$ cat src/bfpa_pkg.sv
// Shared types and constants for the best-fit pool allocator.
// Used by bfpa_ctrl, bfpa_dp and the top level; depends on nothing.
`default_nettype none

package bfpa_pkg;

    // Header layout: 16-bit size, free flag above it
    localparam int SIZE_W     = 16;
    localparam int HDR_W      = 17;
    localparam int FREE_BIT   = 16;
    localparam int HDR_BYTES  = 3;
    // Walk offsets: pool (up to 64 KiB) plus header plus max block size
    localparam int WALK_W     = 18;
    localparam int BADDR_W    = 13;
    localparam int ADDR_W     = 13;

    typedef enum logic [1:0] {
        FUNC_ALLOC     = 2'd0,
        FUNC_FREE      = 2'd1,
        FUNC_FREE_LAST = 2'd2,
        FUNC_RESET     = 2'd3
    } func_t;

    typedef enum logic [1:0] {
        ST_OK        = 2'd0,
        ST_FAIL      = 2'd1,
        ST_EMPTY     = 2'd2,
        ST_LAST_FREE = 2'd3
    } status_t;

    typedef enum logic [1:0] {
        RD_NONE,
        RD_CUR,
        RD_NX,
        RD_H
    } rd_sel_t;

    typedef enum logic [2:0] {
        WR_NONE,
        WR_FREE_H,
        WR_MERGE,
        WR_SPLIT,
        WR_BEST_SIZE,
        WR_BEST_WHOLE,
        WR_APPEND,
        WR_LAST
    } wr_sel_t;

    typedef enum logic [1:0] {
        RES_ZERO,
        RES_BEST,
        RES_TOP
    } res_sel_t;

    // Controller to datapath
    typedef struct packed {
        logic     load;
        logic     walk_init;
        logic     ev;
        logic     adv_ev;
        logic     adv_nx;
        logic     top_clr;
        logic     top_append;
        logic     top_last;
        logic     res;
        logic     push;
        rd_sel_t  rd;
        wr_sel_t  wr;
        res_sel_t rsel;
        status_t  st;
    } cmd_t;

    // Datapath to controller
    typedef struct packed {
        func_t func;
        logic  req_bad;
        logic  free_null;
        logic  free_bad;
        logic  top_zero;
        logic  walk_more;
        logic  hdr_free;
        logic  nx_lt_top;
        logic  merge_ok;
        logic  found;
        logic  do_split;
        logic  append_ok;
        logic  last_free;
    } sts_t;

endpackage

`default_nettype wire

$ cat src/bfpa_ctrl.sv
// Allocator controller: sequences the header walk, merge, split and
// result transfer. Uses bfpa_pkg; drives bfpa_dp through cmd_t / sts_t.
`default_nettype none

module bfpa_ctrl (
    input  wire logic           clk,
    input  wire logic           rst_n,
    input  wire logic           in_valid,
    output logic                in_ready,
    output logic                out_valid,
    input  wire logic           out_ready,
    input  wire bfpa_pkg::sts_t sts,
    output bfpa_pkg::cmd_t      cmd
);

    typedef enum logic [7:0] {
        S_IDLE     = 8'b0000_0001,
        S_DISP     = 8'b0000_0010,
        S_FREE_WR  = 8'b0000_0100,
        S_WALK_RD  = 8'b0000_1000,
        S_WALK_EV  = 8'b0001_0000,
        S_NEXT_RD  = 8'b0010_0000,
        S_NEXT_EV  = 8'b0100_0000,
        S_DONE     = 8'b1000_0000
    } state_t;

    state_t state_reg, state_next;
    logic   split_reg, split_next;
    logic   valid_reg, valid_next;

    always_comb
    begin
        state_next = state_reg;
        split_next = split_reg;
        valid_next = valid_reg;
        cmd        = '0;
        in_ready   = 1'b0;

        if (valid_reg && out_ready)
        begin
            valid_next = 1'b0;
        end

        case (state_reg)
            S_IDLE:
            begin
                in_ready = 1'b1;
                if (in_valid)
                begin
                    cmd.load   = 1'b1;
                    state_next = S_DISP;
                end
            end

            S_DISP:
            begin
                case (sts.func)
                    bfpa_pkg::FUNC_ALLOC:
                    begin
                        if (sts.req_bad)
                        begin
                            cmd.res    = 1'b1;
                            cmd.st     = bfpa_pkg::ST_FAIL;
                            state_next = S_DONE;
                        end
                        else
                        begin
                            cmd.walk_init = 1'b1;
                            state_next    = S_WALK_RD;
                        end
                    end
                    bfpa_pkg::FUNC_FREE:
                    begin
                        if (sts.free_null)
                        begin
                            cmd.res    = 1'b1;
                            state_next = S_DONE;
                        end
                        else if (sts.free_bad)
                        begin
                            cmd.res    = 1'b1;
                            cmd.st     = bfpa_pkg::ST_FAIL;
                            state_next = S_DONE;
                        end
                        else
                        begin
                            cmd.rd     = bfpa_pkg::RD_H;
                            state_next = S_FREE_WR;
                        end
                    end
                    bfpa_pkg::FUNC_FREE_LAST:
                    begin
                        if (sts.top_zero)
                        begin
                            cmd.res    = 1'b1;
                            cmd.st     = bfpa_pkg::ST_EMPTY;
                            state_next = S_DONE;
                        end
                        else
                        begin
                            cmd.walk_init = 1'b1;
                            state_next    = S_WALK_RD;
                        end
                    end
                    default:
                    begin
                        cmd.top_clr = 1'b1;
                        cmd.res     = 1'b1;
                        state_next  = S_DONE;
                    end
                endcase
            end

            // Set the free flag, then merge from the bottom
            S_FREE_WR:
            begin
                cmd.wr        = bfpa_pkg::WR_FREE_H;
                cmd.walk_init = 1'b1;
                state_next    = S_WALK_RD;
            end

            S_WALK_RD:
            begin
                if (split_reg)
                begin
                    // Second header write of a split
                    split_next = 1'b0;
                    cmd.wr     = bfpa_pkg::WR_BEST_SIZE;
                    cmd.res    = 1'b1;
                    cmd.rsel   = bfpa_pkg::RES_BEST;
                    state_next = S_DONE;
                end
                else if (sts.walk_more)
                begin
                    cmd.rd     = bfpa_pkg::RD_CUR;
                    state_next = S_WALK_EV;
                end
                else
                begin
                    cmd.res    = 1'b1;
                    state_next = S_DONE;
                    case (sts.func)
                        bfpa_pkg::FUNC_ALLOC:
                        begin
                            if (sts.found)
                            begin
                                if (sts.do_split)
                                begin
                                    cmd.wr     = bfpa_pkg::WR_SPLIT;
                                    cmd.res    = 1'b0;
                                    split_next = 1'b1;
                                    state_next = S_WALK_RD;
                                end
                                else
                                begin
                                    cmd.wr   = bfpa_pkg::WR_BEST_WHOLE;
                                    cmd.rsel = bfpa_pkg::RES_BEST;
                                end
                            end
                            else if (sts.append_ok)
                            begin
                                cmd.wr         = bfpa_pkg::WR_APPEND;
                                cmd.top_append = 1'b1;
                                cmd.rsel       = bfpa_pkg::RES_TOP;
                            end
                            else
                            begin
                                cmd.st = bfpa_pkg::ST_FAIL;
                            end
                        end
                        bfpa_pkg::FUNC_FREE_LAST:
                        begin
                            if (sts.last_free)
                            begin
                                cmd.st = bfpa_pkg::ST_LAST_FREE;
                            end
                            else
                            begin
                                cmd.wr       = bfpa_pkg::WR_LAST;
                                cmd.top_last = 1'b1;
                            end
                        end
                        default:
                        begin
                            cmd.st = bfpa_pkg::ST_OK;
                        end
                    endcase
                end
            end

            // Look at one header; during free, a free one may merge with its neighbor
            S_WALK_EV:
            begin
                cmd.ev = 1'b1;
                if (sts.func == bfpa_pkg::FUNC_FREE && sts.hdr_free && sts.nx_lt_top)
                begin
                    state_next = S_NEXT_RD;
                end
                else
                begin
                    cmd.adv_ev = 1'b1;
                    state_next = S_WALK_RD;
                end
            end

            S_NEXT_RD:
            begin
                cmd.rd     = bfpa_pkg::RD_NX;
                state_next = S_NEXT_EV;
            end

            S_NEXT_EV:
            begin
                if (sts.merge_ok)
                begin
                    cmd.wr = bfpa_pkg::WR_MERGE;
                end
                else
                begin
                    cmd.adv_nx = 1'b1;
                end
                state_next = S_WALK_RD;
            end

            S_DONE:
            begin
                if (!valid_reg || out_ready)
                begin
                    cmd.push   = 1'b1;
                    valid_next = 1'b1;
                    state_next = S_IDLE;
                end
            end

            default:
            begin
                state_next = S_IDLE;
            end
        endcase
    end

    always_ff @(posedge clk or negedge rst_n)
    begin
        if (!rst_n)
        begin
            state_reg <= S_IDLE;
            split_reg <= 1'b0;
            valid_reg <= 1'b0;
        end
        else
        begin
            state_reg <= state_next;
            split_reg <= split_next;
            valid_reg <= valid_next;
        end
    end

    assign out_valid = valid_reg;

    // Checks
    a_split_in_walk: assert property (@(posedge clk) disable iff (!rst_n)
        split_reg |-> (state_reg == S_WALK_RD))
        else $error("split pending outside walk");

    a_push_slot: assert property (@(posedge clk) disable iff (!rst_n)
        cmd.push |-> (!valid_reg || out_ready))
        else $error("result overwrites pending transfer");

    a_accept_idle: assert property (@(posedge clk) disable iff (!rst_n)
        (in_valid && in_ready) |=> (state_reg == S_DISP))
        else $error("accepted request not dispatched");

endmodule

`default_nettype wire

$ cat config.mk
export PLATFORM = sky130hd
export DESIGN_NAME = bfpa_ctrl
export DESIGN_NICKNAME = d
export VERILOG_FILES = /design/src/bfpa_pkg.sv /design/src/bfpa_ctrl.sv
export SDC_FILE = /design/constraint.sdc
export NUM_CORES = 1
export LEC_CHECK = 0
export ABC_AREA = 1
export ABC_CLOCK_PERIOD_IN_PS = 1900
export BUFFER_PORTS_ARGS = -buffer_cell sky130_fd_sc_hd__buf_2
export CAP_MARGIN = 10
export CORE_MARGIN = 4
export CORE_UTILIZATION = 47
export DETAILED_ROUTE_END_ITERATION = 8
export MAX_ROUTING_LAYER = met4
export PLACE_DENSITY = 0.79
export REMOVE_ABC_BUFFERS = 1
export SLEW_MARGIN = 30
export SYNTH_ARGS = -nofsm -noshare
export SYNTH_HDL_FRONTEND = slang
export SYNTH_SLANG_ARGS = --single-unit
export TNS_END_PERCENT = 100
$ cat constraint.sdc
create_clock -name clk -period 1.9 [get_ports clk]
set_clock_uncertainty 0.1 [all_clocks]
set_input_delay 0.285 -clock clk [delete_from_list [all_inputs] [get_ports clk]]
set_output_delay 0.285 -clock clk [all_outputs]
set_load 0.02 [all_outputs]
Word level (Yosys, flattened, before mapping) --
Index checks and enable logic that the tools add are counted.
Storage, ports and cells: output and inout bits 21, memories 0, latch bits 0, RAM bits 0, memory bits (read-only) 0, flip-flop bits (word level) 10, logic and storage cells 108, input port bits 18
Cells by class: $add $sub $neg 0, $lt $le $gt $ge 0, reduce and logical (&&, ||, !) cells 9, divide/modulo/power cells 0, equality and inequality tests 12, multiplexer cells 84, bitwise logic cells 0, shift-type cells 0, $mul 0
Operators by type and width (count):
- $mux W8 | 11
- $pmux W8 S7 | 1
- $mux W1 | 41
- $mux W2 | 12
- $pmux W8 S3 | 1
- $mux W5 | 3
- $pmux W2 S3 | 2
- $mux W3 | 3
- $pmux W3 S3 | 1
- $eq A8 B1 Y1 const B | 1
- $eq A8 B2 Y1 const B | 1
- $eq A8 B3 Y1 const B | 1
- $eq A8 B4 Y1 const B | 1
- $eq A8 B5 Y1 const B | 1
- $eq A8 B6 Y1 const B | 1
- $eq A8 B7 Y1 const B | 1
- $eq A8 B8 Y1 const B | 1
- $pmux W2 S2 | 2
- $mux W7 | 1
- $mux W6 | 1
- $pmux W1 S2 | 3
- $pmux W3 S2 | 1
- $ne A2 B2 Y1 const B | 2
- $logic_and A1 B1 Y1 | 3
- 9 further kinds | 9

Depth between registers and ports, before layout --
word-level depth 6, mapped depth 8, mapped depth without buffers 8

Worst setup path before layout --
No wires, ideal clock.
path kind flip-flop to output port, start point reg state_reg[5], end point out cmd[13] (netlist bit), stages on the path, launching flop included 4, buffers on the path 0, slack 0.199 ns, data required time 1.515 ns, data arrival time 1.316 ns, path through dfrtp_1 > nor2_2 > nand2_4 > nor4_1
RTL lines:
- from (decl) | RTL line bfpa_ctrl.sv:27 | state_t state_reg, state_next;
- from (signal assigned) | RTL line bfpa_ctrl.sv:252 | state_reg <= state_next;
- to (decl) | RTL line bfpa_ctrl.sv:13 | output bfpa_pkg::cmd_t cmd

==> results.py <==
metrics = {
    "critical_path": {
        "crit_slowest_cell": "dfstp_2",
        "crit_required_ns": 1.51,
        "end_kind": "output pin",
        "path_max_fanout": 5,
        "critPathKind": "reg -> out",
        "cp_common_cell": "nand2_4",
        "cp.arrival_ns": 1.55,
        "critPathLaunchType": "register",
        "cpPeakStageDelay_ns": 0.55,
        "cp_cell_sequence": "inv_2 > nand2_4 > nor2_4 > nand2_4 > clkinv_4 > nand4_1 > nand3_2 > buf_6",
    },
    "route": {
        "drtIter0Drc": 45,
        "wl_per_cell_um": 13.7,
        "viasPerCell": 5.31,
        "vias": 1174,
        "dr.pass1.iters": 4,
        "finalWirelength_mm": 3.04,
        "ant_nets": 0,
        "drc": 0,
    },
    "cells_and_area": {
        "antennaDiodeCount": 0,
        "drive_gt1_share_pct": 44.9,
        "synthToLayoutAreaGrowth_pct": 46.6,
        "design_area_um2": 1330,
        "layout.cells.non_filler": 221,
        "largest_register_ff_count": 8,
        "fillers": 137,
        "final_nets": 215,
    },
    "power": {
        "powerDensity_nw_per_um2": 757,
        "total_power_mw": 1.01,
        "ir_worst_vdd_v": 0.000681,
        "power_leakage_nw": 0.809,
    },
    "floorplanning": {
        "initial_core_util_pct": 51.0,
        "die_w_um": 52.0,
        "std_cell_rows": 15,
        "io_pins": 39,
        "die-area_um2": 2700,
        "coreArea_um2": 1780,
        "die_h_um": 52.0,
    },
    "synthesis": {
        "post_synth_and_or_nand_nor_area_fraction_pct": 51.0,
        "yosys_warnings": 0,
        "synth_top_area_share_pct": 24.8,
        "syn_avg_cell_area_um2": 6.23,
        "synth_area_um2": 910,
        "synthMuxAreaShare_pct": 0,
        "synthArstFlopShare_pct": 100,
        "synthAdderAreaFrac_pct": 0,
        "synth_top_cells_by_area": "dfrtp_1 25%, nand2_1 15%, inv_1 9.9%, nor2_1 9.5%, nand3_1 7.7%",
        "yosys_most_used_dff": "dfrtp_1",
        "synth_xor_area_share_pct": 0,
        "yosysMostFrequentCell": "nand2_1",
        "synth_top_family_by_area": "simple AND/OR/NAND/NOR gates",
        "ys_seq_area_share_pct": 27.6,
        "synth_compound_area_share_pct": 7.70,
        "syn-instance-count": 146,
        "synth_top_cell_by_area": "dfrtp_1",
        "synth_seq_cells": 10,
        "synth_cell_type_count": 27,
        "synth_edf_count": 0,
        "yosys-top-cells-count": "36 x nand2_1, 24 x inv_1, 23 x nor2_1",
    },
    "grt": {
        "grt_max_degree": 11,
        "grt_usage_pct": 22.2,
        "grt_pass1_vias": 1081,
        "gr-total-overflow": 0,
        "antenna_found_initial": 0,
        "grt_pass1_wl_mm": 4.41,
    },
    "clock_network": {
        "clockBufferDepth": 2,
        "htreeDepth": 1,
        "root_buffer": "clkbuf_4",
        "clk-insertion-delay-late_ns": 0.28,
        "cts_made_buffers": 3,
        "clock_sinks": 10,
        "cts_tree": "built",
        "clkSlewWorstSetupHoldPaths_ns": 0.06,
    },
    "timing": {
        "worstMarginPinSlew_ns": 0.351,
        "fmax_ghz": 0.516,
        "fin_tns_setup_ns": -0.0985,
        "slew_violations": 0,
        "setup_viol": 5,
        "slew_headroom_pct": 76.6,
        "rsz0062_at_grt": "yes",
        "hold_viol": 0,
        "finalCritPeriodShare_pct": 102,
        "fin_crit_ns": 1.94,
        "setup_ws_ns": -0.0364,
    },
    "outcome": {
        "status": "finished with violations",
        "violations": "negative setup slack",
    },
    "placement": {
        "dp.cells": 208,
        "globalplace.congestion": 0.896,
        "portBuffers": 38,
        "dpl_cell_area_um2": 1120,
        "dp_hpwl_mm": 2.10,
        "dpl_worst_slack_ns": 0.252,
    },
    "run": {
        "maxCapViolCount": 0,
    },
    "hold_path": {
        "min_path_type": "in -> reg",
    },
}
==> worst paths after layout <==
path / endpoint / start / cells after the start / slack, ns
setup / recovery: cmd[4] / state_reg[0]$_DFFE_PN1P_ / 8 / -0.04
hold / removal: out_valid$_DFF_PN0_ / out_ready / 2 / 0.10
setup reg to reg: state_reg[3]$_DFFE_PN0P_ / state_reg[0]$_DFFE_PN1P_ / 7 / 0.43
hold reg to reg: out_valid$_DFF_PN0_ / out_valid$_DFF_PN0_ / 2 / 0.46
max in group asynchronous: state_reg[0]$_DFFE_PN1P_ / rst_n / 2 / 1.15
min in group asynchronous: state_reg[4]$_DFFE_PN0P_ / rst_n / 2 / 0.30
==> stage by stage <==
step,util (%),hold slack [ns]
2_1_floorplan,-,-0.111
3_3_place_gp,63.0,0.0547
3_5_place_dp,63.0,0.0576
4_1_cts,68.4,0.108
5_1_grt,74.8,0.135
6_report,74.8,0.102
==> where the power goes <==
| part | switching (mW) | total [mW] | internal [mW] |
|---|---|---|---|
| sequential | 0.0384 | 0.300 | 0.262 |
| clock | 0.0786 | 0.160 | 0.0816 |
| combinational | 0.359 | 0.549 | 0.190 |
==> logic make-up (layout without fill, tap and decap cells) <==
kind of cell / after synthesis / count (layout)
compound gates: 12 / 12
buf+inv: 30 / 80
flops: 10 / 10
simple gates: 94 / 94
==> placed cells by master (no fill, tap or decap), types with 3 or more instances in the layout <==
cell | netlist | routed
clkbuf_4 | 0 | 3
nor2_1 | 23 | 18
nor2_4 | 3 | 4
inv_1 | 24 | 21
nor2_2 | 3 | 7
buf_4 | 1 | 13
buf_2 | 0 | 26
inv_2 | 3 | 6
nand3_1 | 14 | 10
nand2_4 | 2 | 3
buf_6 | 0 | 6
nand2_1 | 36 | 34
nand3_2 | 3 | 6
o21ai_0 | 4 | 4
nand2_2 | 4 | 5
dfrtp_1 | 9 | 9
==> routing by layer <==
layer	global-route usage, %	part of all wire [%]
met5	-	0
met4	3.49	2.3
met3	6.59	6.5
met1	25.7	38
met2	38.3	53
==> final cells by class <==
class                      count  area, um2  share of cell area (%)
timing repair buffer          46        305                    22.9
clock buffer                   4       26.3                    1.97
multi-input combinational    106        598                    44.8
tap                           25       31.3                    2.35
inverter                      29        116                    8.72
sequential                    10        251                    18.9
timing repair inverter         1       5.00                   0.375
==> repair_timing <==
action | CTS | global route
hold buffers | 1 | 0
resized for setup | 7 | 30
pin swaps | 4 | 3
hold endpoints to repair | 9 | 0
endpoints found under the setup margin | 8 | 16
setup buffers | 4 | 3
gates cloned | 1 | 0
==> critical path, delay by kind of cell, from the launching register on <==
family,cells,cell delay (ns)
flops,1,0.55
buf+inv,3,0.27
simple gates,5,0.44
Note: power is estimated with default switching activity, not from simulation.
